$ cat config.mk
export PLATFORM = sky130hd
export DESIGN_NAME = byte_sort_word64
export DESIGN_NICKNAME = d
export VERILOG_FILES = /design/src/rtl/bsw_pkg.sv /design/src/rtl/bsw_stage.sv /design/src/rtl/byte_sort_word64.sv
export SDC_FILE = /design/constraint.sdc
export NUM_CORES = 1
export LEC_CHECK = 0
export CORE_UTILIZATION = 40
export DETAILED_ROUTE_END_ITERATION = 10
export DONT_BUFFER_PORTS = 1
export SYNTH_ARGS = -nofsm -noshare
export SYNTH_HDL_FRONTEND = slang
export SYNTH_SLANG_ARGS = --single-unit
$ cat constraint.sdc
create_clock -name clock -period 4.5 [get_ports clock]
set_input_delay 0.45 -clock clock [delete_from_list [all_inputs] [get_ports clock]]
set_output_delay 0.45 -clock clock [all_outputs]
set_load 0.1 [all_outputs]
$ cat src/rtl/bsw_pkg.sv
package bsw_pkg;

   localparam int LANES  = 8;
   localparam int BYTE_W = 8;
   localparam int WORD_W = LANES * BYTE_W;

   // Odd-even transposition rounds, split evenly over the pipeline
   localparam int ROUNDS           = LANES;
   localparam int ROUNDS_PER_STAGE = 2;
   localparam int STAGES           = ROUNDS / ROUNDS_PER_STAGE;

   typedef logic [BYTE_W-1:0] lane_type;

   typedef struct packed {
      logic                valid;
      logic [WORD_W-1:0]   word;
   } stage_type;

endpackage

$ cat src/rtl/bsw_stage.sv
module bsw_stage (
   input  logic               clock,
   input  logic               reset,
   input  bsw_pkg::stage_type stage_in,
   output bsw_pkg::stage_type stage_out
);

   bsw_pkg::lane_type lane_a [bsw_pkg::LANES];
   bsw_pkg::lane_type lane_b [bsw_pkg::LANES];
   bsw_pkg::lane_type lane_c [bsw_pkg::LANES];

   logic                        valid_ff;
   logic [bsw_pkg::WORD_W-1:0]  word_ff;
   logic [bsw_pkg::WORD_W-1:0]  word_in;

   // Even round on pairs (0,1),(2,3)..., then odd round on (1,2),(3,4)...
   always_comb begin
      for (int k = 0; k < bsw_pkg::LANES; k++) begin
         lane_a[k] = stage_in.word[k*bsw_pkg::BYTE_W +: bsw_pkg::BYTE_W];
      end
      for (int k = 0; k < bsw_pkg::LANES; k++) begin
         lane_b[k] = lane_a[k];
      end
      for (int k = 0; k + 1 < bsw_pkg::LANES; k += 2) begin
         if (lane_a[k] > lane_a[k+1]) begin
            lane_b[k]   = lane_a[k+1];
            lane_b[k+1] = lane_a[k];
         end
      end
      for (int k = 0; k < bsw_pkg::LANES; k++) begin
         lane_c[k] = lane_b[k];
      end
      for (int k = 1; k + 1 < bsw_pkg::LANES; k += 2) begin
         if (lane_b[k] > lane_b[k+1]) begin
            lane_c[k]   = lane_b[k+1];
            lane_c[k+1] = lane_b[k];
         end
      end
      for (int k = 0; k < bsw_pkg::LANES; k++) begin
         word_in[k*bsw_pkg::BYTE_W +: bsw_pkg::BYTE_W] = lane_c[k];
      end
   end

   always_ff @(posedge clock) begin
      if (reset) begin
         valid_ff <= 1'b0;
      end else begin
         valid_ff <= stage_in.valid;
      end
   end

   always_ff @(posedge clock) begin
      word_ff <= word_in;
   end

   assign stage_out.valid = valid_ff;
   assign stage_out.word  = word_ff;

endmodule

$ cat src/rtl/byte_sort_word64.sv
// Byte sorter for a 64-bit word.
//
// Input: a transfer takes place at a rising edge with start high and busy
// low. req_word_in carries eight unsigned bytes, byte 0 in bits 7:0.
// busy is always low, so a new word may be issued every cycle.
//
// Output: rsp_valid is high for exactly one cycle per transfer, with
// rsp_sorted_word holding the same bytes in ascending order, smallest in
// bits 7:0. Duplicates are kept.
//
// Throughput is one word per cycle. The sort is an eight-round odd-even
// transposition network cut into four register stages of two
// compare-exchange rounds each, and a word is registered in every stage
// on its way from the accepting edge to the result.
//
// Synchronous reset clears the stage valid bits, dropping any words in
// flight; no result appears for them. The receiver cannot stall, so no
// backpressure path exists and results leave in issue order.
module byte_sort_word64 (
   input  logic        clock,
   input  logic        reset,
   input  logic        start,
   output logic        busy,
   input  logic [63:0] req_word_in,
   output logic        rsp_valid,
   output logic [63:0] rsp_sorted_word
);

   bsw_pkg::stage_type stage_link [bsw_pkg::STAGES+1];

   assign busy = 1'b0;

   assign stage_link[0].valid = start & ~busy;
   assign stage_link[0].word  = req_word_in;

   for (genvar s = 0; s < bsw_pkg::STAGES; s++) begin : g_stage
      bsw_stage u_stage (
         .clock     (clock),
         .reset     (reset),
         .stage_in  (stage_link[s]),
         .stage_out (stage_link[s+1])
      );
   end

   assign rsp_valid       = stage_link[bsw_pkg::STAGES].valid;
   assign rsp_sorted_word = stage_link[bsw_pkg::STAGES].word;

endmodule

### Word level (Yosys, flattened, before mapping)

Cells that the tools add are included.

* input port bits: 67
* bits in registers: 260
* output and inout bits: 66

* muxes and demuxes: 28
* $lt $le $gt $ge: 28

Operators with widths (count)
* 2-to-1 mux 16 bit: 28
* > comparator 8 bit: 28

### Longest topological paths before layout

Gate-level depths: netlist (run 1).

* depth in word-level cells: 4
* mapped depth: 18

### Modules after synthesis

A second synthesis (run 1) with hierarchy kept.

* cells, all modules: 1557
* area total of the unflattened synthesis: 16453.3 um^2

Modules (own cells, without submodules)
* bsw_stage at g_stage[0].u_stage ...: area each 4155.2 um^2, seq. area each 1301.2 um^2, cells an instance 390, times used 3
* bsw_stage at g_stage[3].u_stage: area each 3976.3 um^2, seq. area each 1301.2 um^2, cells an instance 385, times used 1
* byte_sort_word64: area each 11.3 um^2, seq. area each 0.0 um^2, cells an instance 2, times used 1

### Worst setup path before layout (run 1)

OpenSTA, ideal clock, no wires.

* path kind: in2reg
* start point: in req_word_in[29]
* end point: reg g_stage[0].u_stage.word_ff[30] (netlist bit)
* arrival: 3.285 ns
* stages on the path: 17
* library setup time: 0.129 ns
* path slack: 1.086 ns
* buffers on the path: 2
* cell sequence: inv_1 -> ha_1 -> a211o_1 -> a21oi_1 -> nand3_1 -> o211ai_2 -> buf_8 -> mux2i_1 -> inv_1 -> ha_1 -> nor2b_1 -> o21ai_0 -> nand2b_1 -> a211oi_1 -> nor2_2 -> buf_4 -> mux2i_1

RTL lines
* from (decl): RTL line byte_sort_word64.sv:24 `input logic [63:0] req_word_in,`
* to (signal assigned): RTL line bsw_stage.sv:53 `word_ff <= word_in;`
* to (decl): RTL line bsw_stage.sv:13 `logic [bsw_pkg::WORD_W-1:0] word_ff;`

==> metrics.csv, run 1 <==
stage,metric,value,unit
final_layout,layout cells sized above 1,16.8,%
route,Routed Antenna Nets,0,
sta,final clock skew,0.0159,ns
cts,Sink Count,260,
cts,clk root buf,clkbuf_16,
setup_path,CP Cell Sequence,inv_1 > ha_1 > a211oi_1 > o21bai_1 > o21bai_2 > buf_4 > mux2i_1 > inv_1 > ha_1 > nor2b_1 > o21ai_0 > nand2b_1 > a211oi_1 > nor2_2 > mux2i_1,
sta,Fin. Hold Viols,0,
final_layout,Final nets,1862,
cts,CTS clock-pin slew for the worst setup and hold paths,0.06,ns
synthesis,post-synth top area share,32.6,%
setup_path,CP bufs+invs,3,
cts,post-CTS sizing,0,
setup_path,Critical Path Source Type,flop,
placed_design,DP HPWL,26.6,mm
synthesis,Cells after Synth,1543,
synthesis,Adder-Cell Fraction of Synth Area,17.5,%
setup_path,Setup crit end,g_stage[2].u_stage.word_ff[17]$_DFF_P_,
global_routing,grt ovf,0,
cts,CTS buffer count,30,
sta,fmax,250,MHz
setup_path,critical path class,flop to flop,
route,DRT Pass-1 Iters,5,
setup_path,Critical Path RT,4.97,ns
setup_path,Worst Path Arrival,4.47,ns
synthesis,largest cells by area after synthesis,"dfxtp_1, ha_1, mux2i_1, mux2_2, inv_1",
global_routing,gr usage total,16.2,%
cts,# H-tree levels,1,
die,Initial Util,41.0,%
placed_design,DP Area,0.0165,mm²
synthesis,Yosys cell types,38,
setup_path,critical path depth,15,
route,mean number of vias per cell,5.03,
die,Die Y,202,µm
synthesis,Post-Synth XOR/XNOR Area,0,%
synthesis,multiplexer area fraction after synthesis,28.6,%
global_routing,largest net degree at the start of global routing,18,
setup_path,reg2reg path depth,15,
synthesis,Syn Area/Cell,10.4,µm²
sta,final setup vio count,0,
synthesis,top_reg_cell synth,dfxtp_1,
global_routing,initial antenna violation count,0,
synthesis,main combinational cell family by area after synthesis,multiplexers,
flow_run,Max Cap Viol,0,
sta,max-slew violations,0,
die,Die W,202,µm
route,routed len/inst,15.5,µm
synthesis,Ys Warns,0,
synthesis,"count leader, synth",mux2i_1,
route,routed via count,10600,
die,die area,0.0408,mm²
setup_path,"reg-to-reg slack, setup",0.50,ns
sta,Final Cycle Share,88.9,%
global_routing,first-pass GRT wire length,54.1,mm
cts,post-CTS setup buffer count,0,
setup_path,CP max stage delay,0.75,ns
synthesis,Post-synth ARST share,0,%
synthesis,register area share after synthesis,32.6,%
cts,CTS tree,built,
die,io pins,133,
synthesis,Yosys reg bits,260,
die,area of the core,0.0390,mm²
die,row count,72,
cts,"Hold-fix buffers, CTS",12,
final_layout,design area,0.0177,mm²
synthesis,"area leader, netlist",dfxtp_1,
setup_path,crit path max fanout,16,
placed_design,GPL Wtd Cong,0.847,
worst_hold_path,Tightest Hold Check Type,input pin to flop,
synthesis,Post-synth top cells,"mux2i_1, dfxtp_1, ha_1, inv_1, mux2_2",
route,1st-iter DRT viols,354,
setup_path,Top delay family on crit path,compound AO/OA/AOI/OAI gates,
synthesis,Post-Synth Simple-Gate Area,5.97,%
placed_design,pre-CTS worst setup slack,0.360,ns
setup_path,critical path's slowest cell,nor2_2,
sta,final setup margin,0.497,ns
sta,headroom to the max-slew limit,31.7,%
route,# DRC,0,
synthesis,post-synthesis cell area,0.0160,mm²
sta,Total Neg Setup Slack,0,ns
final_layout,area grow syn2layout,10.9,%
outcome,outcome,finished clean,
cts,clock latency on the worst-skew pair,0.57,ns
placed_design,number of port buffers,0,
final_layout,ANT cells,0,
sta,RSZ-0062 raised after global routing,no,
global_routing,vias in the first global route,11000,
synthesis,Compound-Gate Fraction of Synth Area,8.23,%
setup_path,critical path endpoint category,flop,
sta,post-route minimum period,4.00,ns
setup_path,R2R Path Start,g_stage[1].u_stage.word_ff[13]$_DFF_P_,
setup_path,RR Endpoint,g_stage[2].u_stage.word_ff[17]$_DFF_P_,
synthesis,Post-synth EDFFs,0,
route,Post-Route WL,32.7,mm
sta,Tightest Pin Transition,1.02,ns
setup_path,CP Launch Point,g_stage[1].u_stage.word_ff[13]$_DFF_P_,
synthesis,Post-Synthesis Net Count,1834,
cts,clk buf depth,3,
[worst register-to-register path, stage by stage (launching register included)]
cell and delay (ns):
dfxtp_1 0.32, inv_1 0.05, ha_1 0.29, a211oi_1 0.24
o21bai_1 0.11, o21bai_2 0.47, buf_4 0.28, mux2i_1 0.32
inv_1 0.08, ha_1 0.30, nor2b_1 0.12, o21ai_0 0.08
nand2b_1 0.08, a211oi_1 0.08, nor2_2 0.75, mux2i_1 0.34
[flip-flops by register name (all words and copies together), names as in the netlist]
register and cells:
g_stage.u_stage.word_ff 256, g_stage.u_stage.valid_ff 4
[kinds of logic (layout without fill, tap and decap cells)]
| family | count (synthesis) | after routing |
|---|---|---|
| AO/OA/AOI/OAI | 199 | 199 |
| adder cells (fa/ha/maj) | 224 | 224 |
| buffers and inverters | 260 | 310 |
| flip-flops | 260 | 260 |
| multiplexers | 428 | 428 |
| other | 1 | 1 |
| AND/OR/NAND/NOR | 171 | 171 |
[layout make-up]
type | instances | area, µm²
Tap cell | 518 | 648
Clock inverter | 19 | 293
Inverter | 224 | 841
Sequential cell | 260 | 5200
Multi-Input combinational cell | 1023 | 9650
Fill cell | 3643 | 21300
Timing Repair Buffer | 32 | 270
Clock buffer | 35 | 821
[worst min path at each step]
stage	start	to	slack (ns)	cells after the start
2_1_floorplan	g_stage[0].u_stage.valid_ff$_SDFF_PP0_	g_stage[1].u_stage.valid_ff$_SDFF_PP0_	0.41	1
4_1_cts	req_word_in[52]	g_stage[0].u_stage.word_ff[60]$_DFF_P_	0.002	1
3_5_place_dp	g_stage[0].u_stage.valid_ff$_SDFF_PP0_	g_stage[1].u_stage.valid_ff$_SDFF_PP0_	0.43	1
6_report	req_word_in[49]	g_stage[0].u_stage.word_ff[57]$_DFF_P_	0.03	1
3_3_place_gp	g_stage[2].u_stage.valid_ff$_SDFF_PP0_	g_stage[3].u_stage.valid_ff$_SDFF_PP0_	0.42	1
5_1_grt	req_word_in[49]	g_stage[0].u_stage.word_ff[57]$_DFF_P_	0.005	1
[stage by stage]
stage / cells / hold WS (ns) / util, %
global route: 2111 / 0.00453 / 45.4
floorplan: 1543 / 0.414 / -
CTS: 2111 / 0.00161 / 45.4
detailed placement: 2045 / 0.428 / 42.3
global placement: 2045 / 0.416 / 42.3
finish: 2111 / 0.0343 / 45.4
[placed cells by master, fill, tap and decap left out, types with 3 or more instances in the layout]
master | netlist | final
o21bai_1 | 14 | 14
and2_1 | 3 | 3
clkbuf_16 | 0 | 31
a211oi_2 | 3 | 3
a21oi_1 | 53 | 53
dlygate4sd3_1 | 0 | 12
clkinv_2 | 0 | 5
inv_1 | 224 | 224
nor2_1 | 8 | 8
o21ai_0 | 70 | 70
clkinvlp_4 | 0 | 3
bufinv_16 | 0 | 7
mux2_2 | 137 | 137
a211oi_1 | 23 | 23
mux2_4 | 23 | 23
and4_1 | 3 | 3
nor2_2 | 12 | 12
nand2_1 | 46 | 46
nor2b_1 | 30 | 30
clkbuf_8 | 0 | 3
nand4_1 | 53 | 53
buf_4 | 11 | 20
dfxtp_1 | 260 | 260
o31ai_4 | 3 | 3
o22ai_2 | 6 | 6
mux2i_1 | 268 | 268
nand2b_1 | 12 | 12
o211ai_1 | 13 | 13
ha_1 | 224 | 224
[layer usage]
metal  up-vias  GRT usage (%)  routed length (µm)
li1       5503              -                   -
met1      4931           19.7               15100
met2       143           29.2               15700
met3        46           2.58                1170
met4         0           4.87                 707
met5         -              0                   0
Power of run 1 is left out: the tool's default activity adds up to more than one toggle a clock period on the data nets, which glitch-free logic cannot reach.
==> inputs of run 2 (changes only) <==
==> constraint.sdc (replaced) <==
create_clock -name clock -period 4.5 [get_ports clock]
set_input_delay 0.225 -clock clock [delete_from_list [all_inputs] [get_ports clock]]
set_output_delay 0.225 -clock clock [all_outputs]
set_load 0.1 [all_outputs]
==> metrics.csv, run 2 (synthesized netlist as in run 1, its figures left out) <==
stage,metric,value,unit
route,routed via count,10900,
global_routing,gr usage total,16.3,%
sta,final setup vio count,0,
sta,Total Neg Setup Slack,0,ns
sta,max-slew violations,0,
global_routing,grt ovf,0,
global_routing,vias in the first global route,11200,
cts,Sink Count,260,
route,Post-Route WL,33.5,mm
sta,post-route minimum period,3.99,ns
cts,clk buf depth,3,
sta,RSZ-0062 raised after global routing,no,
cts,# H-tree levels,1,
setup_path,critical path depth,15,
setup_path,Critical Path RT,4.97,ns
die,row count,72,
flow_run,Max Cap Viol,0,
final_layout,max reg flops,256,
cts,CTS clock-pin slew for the worst setup and hold paths,0.06,ns
setup_path,reg2reg path depth,15,
final_layout,area grow syn2layout,15.9,%
final_layout,Top reg by flops,g_stage.u_stage.word_ff,
sta,fmax,251,MHz
setup_path,Worst Path Arrival,4.46,ns
cts,clk root buf,clkbuf_16,
sta,Final Cycle Share,88.7,%
route,mean number of vias per cell,4.98,
route,1st-iter DRT viols,357,
cts,clock latency on the worst-skew pair,0.55,ns
setup_path,critical path endpoint category,flop,
sta,Tightest Pin Transition,1.02,ns
outcome,outcome,"complete, but fails checks",
die,die area,0.0408,mm²
sta,Fin. Hold Viols,1,
cts,CTS tree,built,
placed_design,GPL Wtd Cong,0.814,
outcome,failing checks,hold timing,
die,io pins,133,
final_layout,Final nets,1945,
final_layout,largest registers,"g_stage.u_stage.word_ff: 256 flops, g_stage.u_stage.valid_ff: 4 flops",
route,# DRC,0,
final_layout,"most common cell after layout, fill and taps aside",mux2i_1,
global_routing,first-pass GRT wire length,55.2,mm
die,Die Y,202,µm
sta,final clock skew,0.0123,ns
global_routing,initial antenna violation count,0,
cts,CTS buffer count,30,
route,Routed Antenna Nets,0,
final_layout,Final Util,47.5,%
cts,post-CTS sizing,0,
setup_path,Critical Path Source Type,flop,
final_layout,fill count,3617,
worst_hold_path,number of cells on the worst hold path,2,
setup_path,CP bufs+invs,3,
setup_path,critical path class,flop to flop,
die,area of the core,0.0390,mm²
sta,hold slack final,-0.00878,ns
cts,post-CTS setup buffer count,0,
route,DRT Pass-1 Iters,4,
setup_path,Top delay family on crit path,simple AND/OR/NAND/NOR gates,
die,Die W,202,µm
setup_path,CP max stage delay,0.78,ns
final_layout,ANT cells,0,
cts,"Hold-fix buffers, CTS",96,
placed_design,number of port buffers,0,
worst_hold_path,Tightest Hold Check Type,input pin to flop,
global_routing,largest net degree at the start of global routing,24,
setup_path,critical path's slowest cell,nor2_2,
route,routed len/inst,15.2,µm
setup_path,crit path max fanout,16,
sta,headroom to the max-slew limit,32.0,%
final_layout,"leading cell types in the layout, fill and taps excluded","mux2i_1, dfxtp_1, inv_1, ha_1, mux2_2",
die,Initial Util,41.0,%
placed_design,DP HPWL,26.5,mm
setup_path,CP Cell Sequence,inv_1 > ha_1 > a211oi_2 > nor2_1 > o31ai_4 > buf_4 > mux2i_1 > inv_1 > ha_1 > nor2b_1 > o21ai_0 > nand2b_1 > a211oi_1 > nor2_2 > mux2i_1,
final_layout,layout cells sized above 1,15.8,%
run 2: cell types whose count changed in the layout (fill, tap and decap cells not counted), sizes merged:
cell	previous run	this run
dlygate4sd3	12	96
clkinv	7	11
clkbuf	35	38
clkinvlp	3	1
inv	226	224
buf	20	19
bufinv	7	6
run 2: cell type report:
cell class	count	area, µm²	area share (%)
multi-input cells	1023	9650	52.1
flip-flops and latches	260	5200	28.1
repair buffers	115	1100	5.96
inverters	224	841	4.54
clock buffers	38	832	4.49
well taps	518	648	3.50
clock inverters	18	250	1.35
run 2: final timing paths:
check / startpoint / end / slack, ns
hold / removal: req_word_in[16] / g_stage[0].u_stage.word_ff[32]$_DFF_P_ / -0.009
hold reg to reg: g_stage[1].u_stage.valid_ff$_SDFF_PP0_ / g_stage[2].u_stage.valid_ff$_SDFF_PP0_ / 0.44
setup / recovery: g_stage[2].u_stage.word_ff[45]$_DFF_P_ / g_stage[3].u_stage.word_ff[44]$_DFF_P_ / 0.51
setup reg to reg: g_stage[2].u_stage.word_ff[45]$_DFF_P_ / g_stage[3].u_stage.word_ff[44]$_DFF_P_ / 0.51
run 2: through the flow:
stage / setup slack [ns] / instances / area [µm²]
2_1_floorplan: 1.15 / 1543 / 16000
3_3_place_gp: 0.607 / 2044 / 16500
3_5_place_dp: 0.500 / 2044 / 16500
4_1_cts: 0.473 / 2196 / 18500
5_1_grt: 0.105 / 2196 / 18500
6_report: 0.510 / 2196 / 18500
run 2: layer usage:
| metal | up-vias | share of wire [%] | track usage, % |
|---|---|---|---|
| met5 | - | 0 | 0 |
| met4 | 0 | 1.5 | 3.33 |
| met3 | 47 | 3.3 | 2.16 |
| met2 | 133 | 49 | 29.9 |
| met1 | 5074 | 46 | 20.3 |
| li1 | 5684 | - | - |
Power of run 2 is left out for the same reason.
==> inputs of run 3 (changes only) <==
--- a/config.mk
+++ b/config.mk
@@ -6,6 +6,7 @@
 export NUM_CORES = 1
 export LEC_CHECK = 0
 export CORE_UTILIZATION = 40
+export CTS_BUF_LIST = sky130_fd_sc_hd__clkbuf_8
 export DETAILED_ROUTE_END_ITERATION = 10
 export DONT_BUFFER_PORTS = 1
 export SYNTH_ARGS = -nofsm -noshare
==> metrics.csv, run 3 (synthesized netlist as in run 1, its figures left out) <==
stage,metric,value,unit
outcome,outcome,finished clean,
route,routed via count,11100,
die,die area,0.0408,mm²
global_routing,gr usage total,17.0,%
sta,fmax,251,MHz
route,DRT Pass-1 Iters,4,
final_layout,Final nets,1984,
die,Die Y,202,µm
setup_path,CP bufs+invs,3,
setup_path,critical path's slowest cell,nor2_2,
sta,Total Neg Setup Slack,0,ns
sta,Final Cycle Share,88.5,%
route,Routed Antenna Nets,0,
cts,Sink Count,260,
setup_path,CP max stage delay,0.78,ns
sta,max-slew violations,0,
cts,CTS tree,built,
final_layout,"most common cell after layout, fill and taps aside",mux2i_1,
setup_path,Top delay family on crit path,simple AND/OR/NAND/NOR gates,
final_layout,layout cells sized above 1,16.0,%
sta,Tightest Pin Transition,1.01,ns
final_layout,max reg flops,256,
die,Die W,202,µm
setup_path,CP Cell Sequence,inv_1 > ha_1 > a211oi_2 > nor2_1 > o31ai_4 > buf_4 > mux2i_1 > inv_1 > ha_1 > nor2b_1 > o21ai_0 > nand2b_1 > a211oi_1 > nor2_2 > mux2i_1,
placed_design,number of port buffers,0,
route,# DRC,0,
flow_run,Max Cap Viol,0,
global_routing,largest net degree at the start of global routing,24,
cts,clk buf depth,3,
final_layout,Final Util,47.7,%
worst_hold_path,Tightest Hold Check Type,input pin to flop,
setup_path,Critical Path Source Type,flop,
placed_design,GPL Wtd Cong,0.814,
die,io pins,133,
placed_design,DP HPWL,26.5,mm
final_layout,"leading cell types in the layout, fill and taps excluded","mux2i_1, dfxtp_1, inv_1, ha_1, mux2_2",
final_layout,design area,0.0186,mm²
cts,CTS clock-pin slew for the worst setup and hold paths,0.05,ns
final_layout,flip-flop and latch area,0.00520,mm²
sta,final clock skew,0.0196,ns
sta,RSZ-0062 raised after global routing,no,
sta,final setup vio count,0,
placed_design,DP Area,0.0165,mm²
final_layout,Top reg by flops,g_stage.u_stage.word_ff,
sta,headroom to the max-slew limit,32.5,%
final_layout,multi-input logic area,0.00965,mm²
global_routing,initial antenna violation count,0,
route,Post-Route WL,34.2,mm
cts,clock latency on the worst-skew pair,0.58,ns
global_routing,first-pass GRT wire length,56.3,mm
sta,Fin. Hold Viols,0,
final_layout,largest registers,"g_stage.u_stage.word_ff: 256 flops, g_stage.u_stage.valid_ff: 4 flops",
final_layout,ANT cells,0,
setup_path,crit path max fanout,16,
sta,post-route minimum period,3.98,ns
final_layout,area grow syn2layout,16.5,%
cts,# H-tree levels,2,
sta,hold slack final,0.0324,ns
die,Initial Util,41.0,%
route,mean number of vias per cell,4.96,
setup_path,critical path class,flop to flop,
cts,clk root buf,clkbuf_8,
die,row count,72,
route,1st-iter DRT viols,308,
setup_path,critical path endpoint category,flop,
final_layout,fill count,3628,
route,routed len/inst,15.2,µm
die,area of the core,0.0390,mm²
cts,CTS buffer count,46,
global_routing,grt ovf,0,
setup_path,Critical Path RT,5.01,ns
setup_path,Worst Path Arrival,4.49,ns
global_routing,vias in the first global route,11400,
## run 3: cell types whose count changed in the layout (fill, tap and decap cells not counted), sizes merged
cell | previous run | this run
bufinv | 6 | 2
clkbuf | 38 | 58
clkinv | 11 | 2
clkinvlp | 1 | 2
dlygate4sd3 | 96 | 119
inv | 224 | 242
## run 3: layer usage
layer | global-route usage (%) | up-vias | wire, µm
met5 | 0 | - | 0
met4 | 5.79 | 0 | 874
met2 | 30.2 | 162 | 16600
met3 | 3.13 | 71 | 1140
li1 | - | 5766 | -
met1 | 20.4 | 5145 | 15600
## run 3: stage by stage
stage,worst slack (ns),std cells
after global placement,0.607,2044
after CTS,0.482,2245
after floorplan,1.15,1543
final,0.516,2245
after detailed placement,0.500,2044
after global routing,0.111,2245
## run 3: final cells by class
cell class	instances	area share [%]
Clock inverter	24	0.820
Multi-Input combinational cell	1023	51.8
Inverter	224	4.51
Sequential cell	260	27.9
Clock buffer	58	4.29
Timing Repair Buffer	138	7.16
Tap cell	518	3.48
## run 3: what timing repair did
action	CTS	global route
gates resized for setup	0	0
hold buffers	119	0
endpoints found under the hold margin	66	0
setup endpoints to repair	0	0
setup buffers	0	0
## run 3: final timing paths
path                                            end  slack [ns]  depth (start not counted)                              startpoint
max          g_stage[3].u_stage.word_ff[43]$_DFF_P_        0.52                         15  g_stage[2].u_stage.word_ff[45]$_DFF_P_
min          g_stage[0].u_stage.word_ff[23]$_DFF_P_        0.03                          2                         req_word_in[31]
max reg2reg  g_stage[3].u_stage.word_ff[43]$_DFF_P_        0.52                         15  g_stage[2].u_stage.word_ff[45]$_DFF_P_
min reg2reg  g_stage[2].u_stage.valid_ff$_SDFF_PP0_        0.43                          1  g_stage[1].u_stage.valid_ff$_SDFF_PP0_
## run 3: worst reg2reg max path, stage by stage (launching register included)
cell and delay [ns]:
dfxtp_1 0.34, inv_1 0.05, ha_1 0.30, a211oi_2 0.23, nor2_1 0.10, o31ai_4 0.52, buf_4 0.30, mux2i_1 0.30
inv_1 0.07, ha_1 0.30, nor2b_1 0.12, o21ai_0 0.08, nand2b_1 0.07, a211oi_1 0.08, nor2_2 0.78, mux2i_1 0.28
Power of run 3 is left out for the same reason.
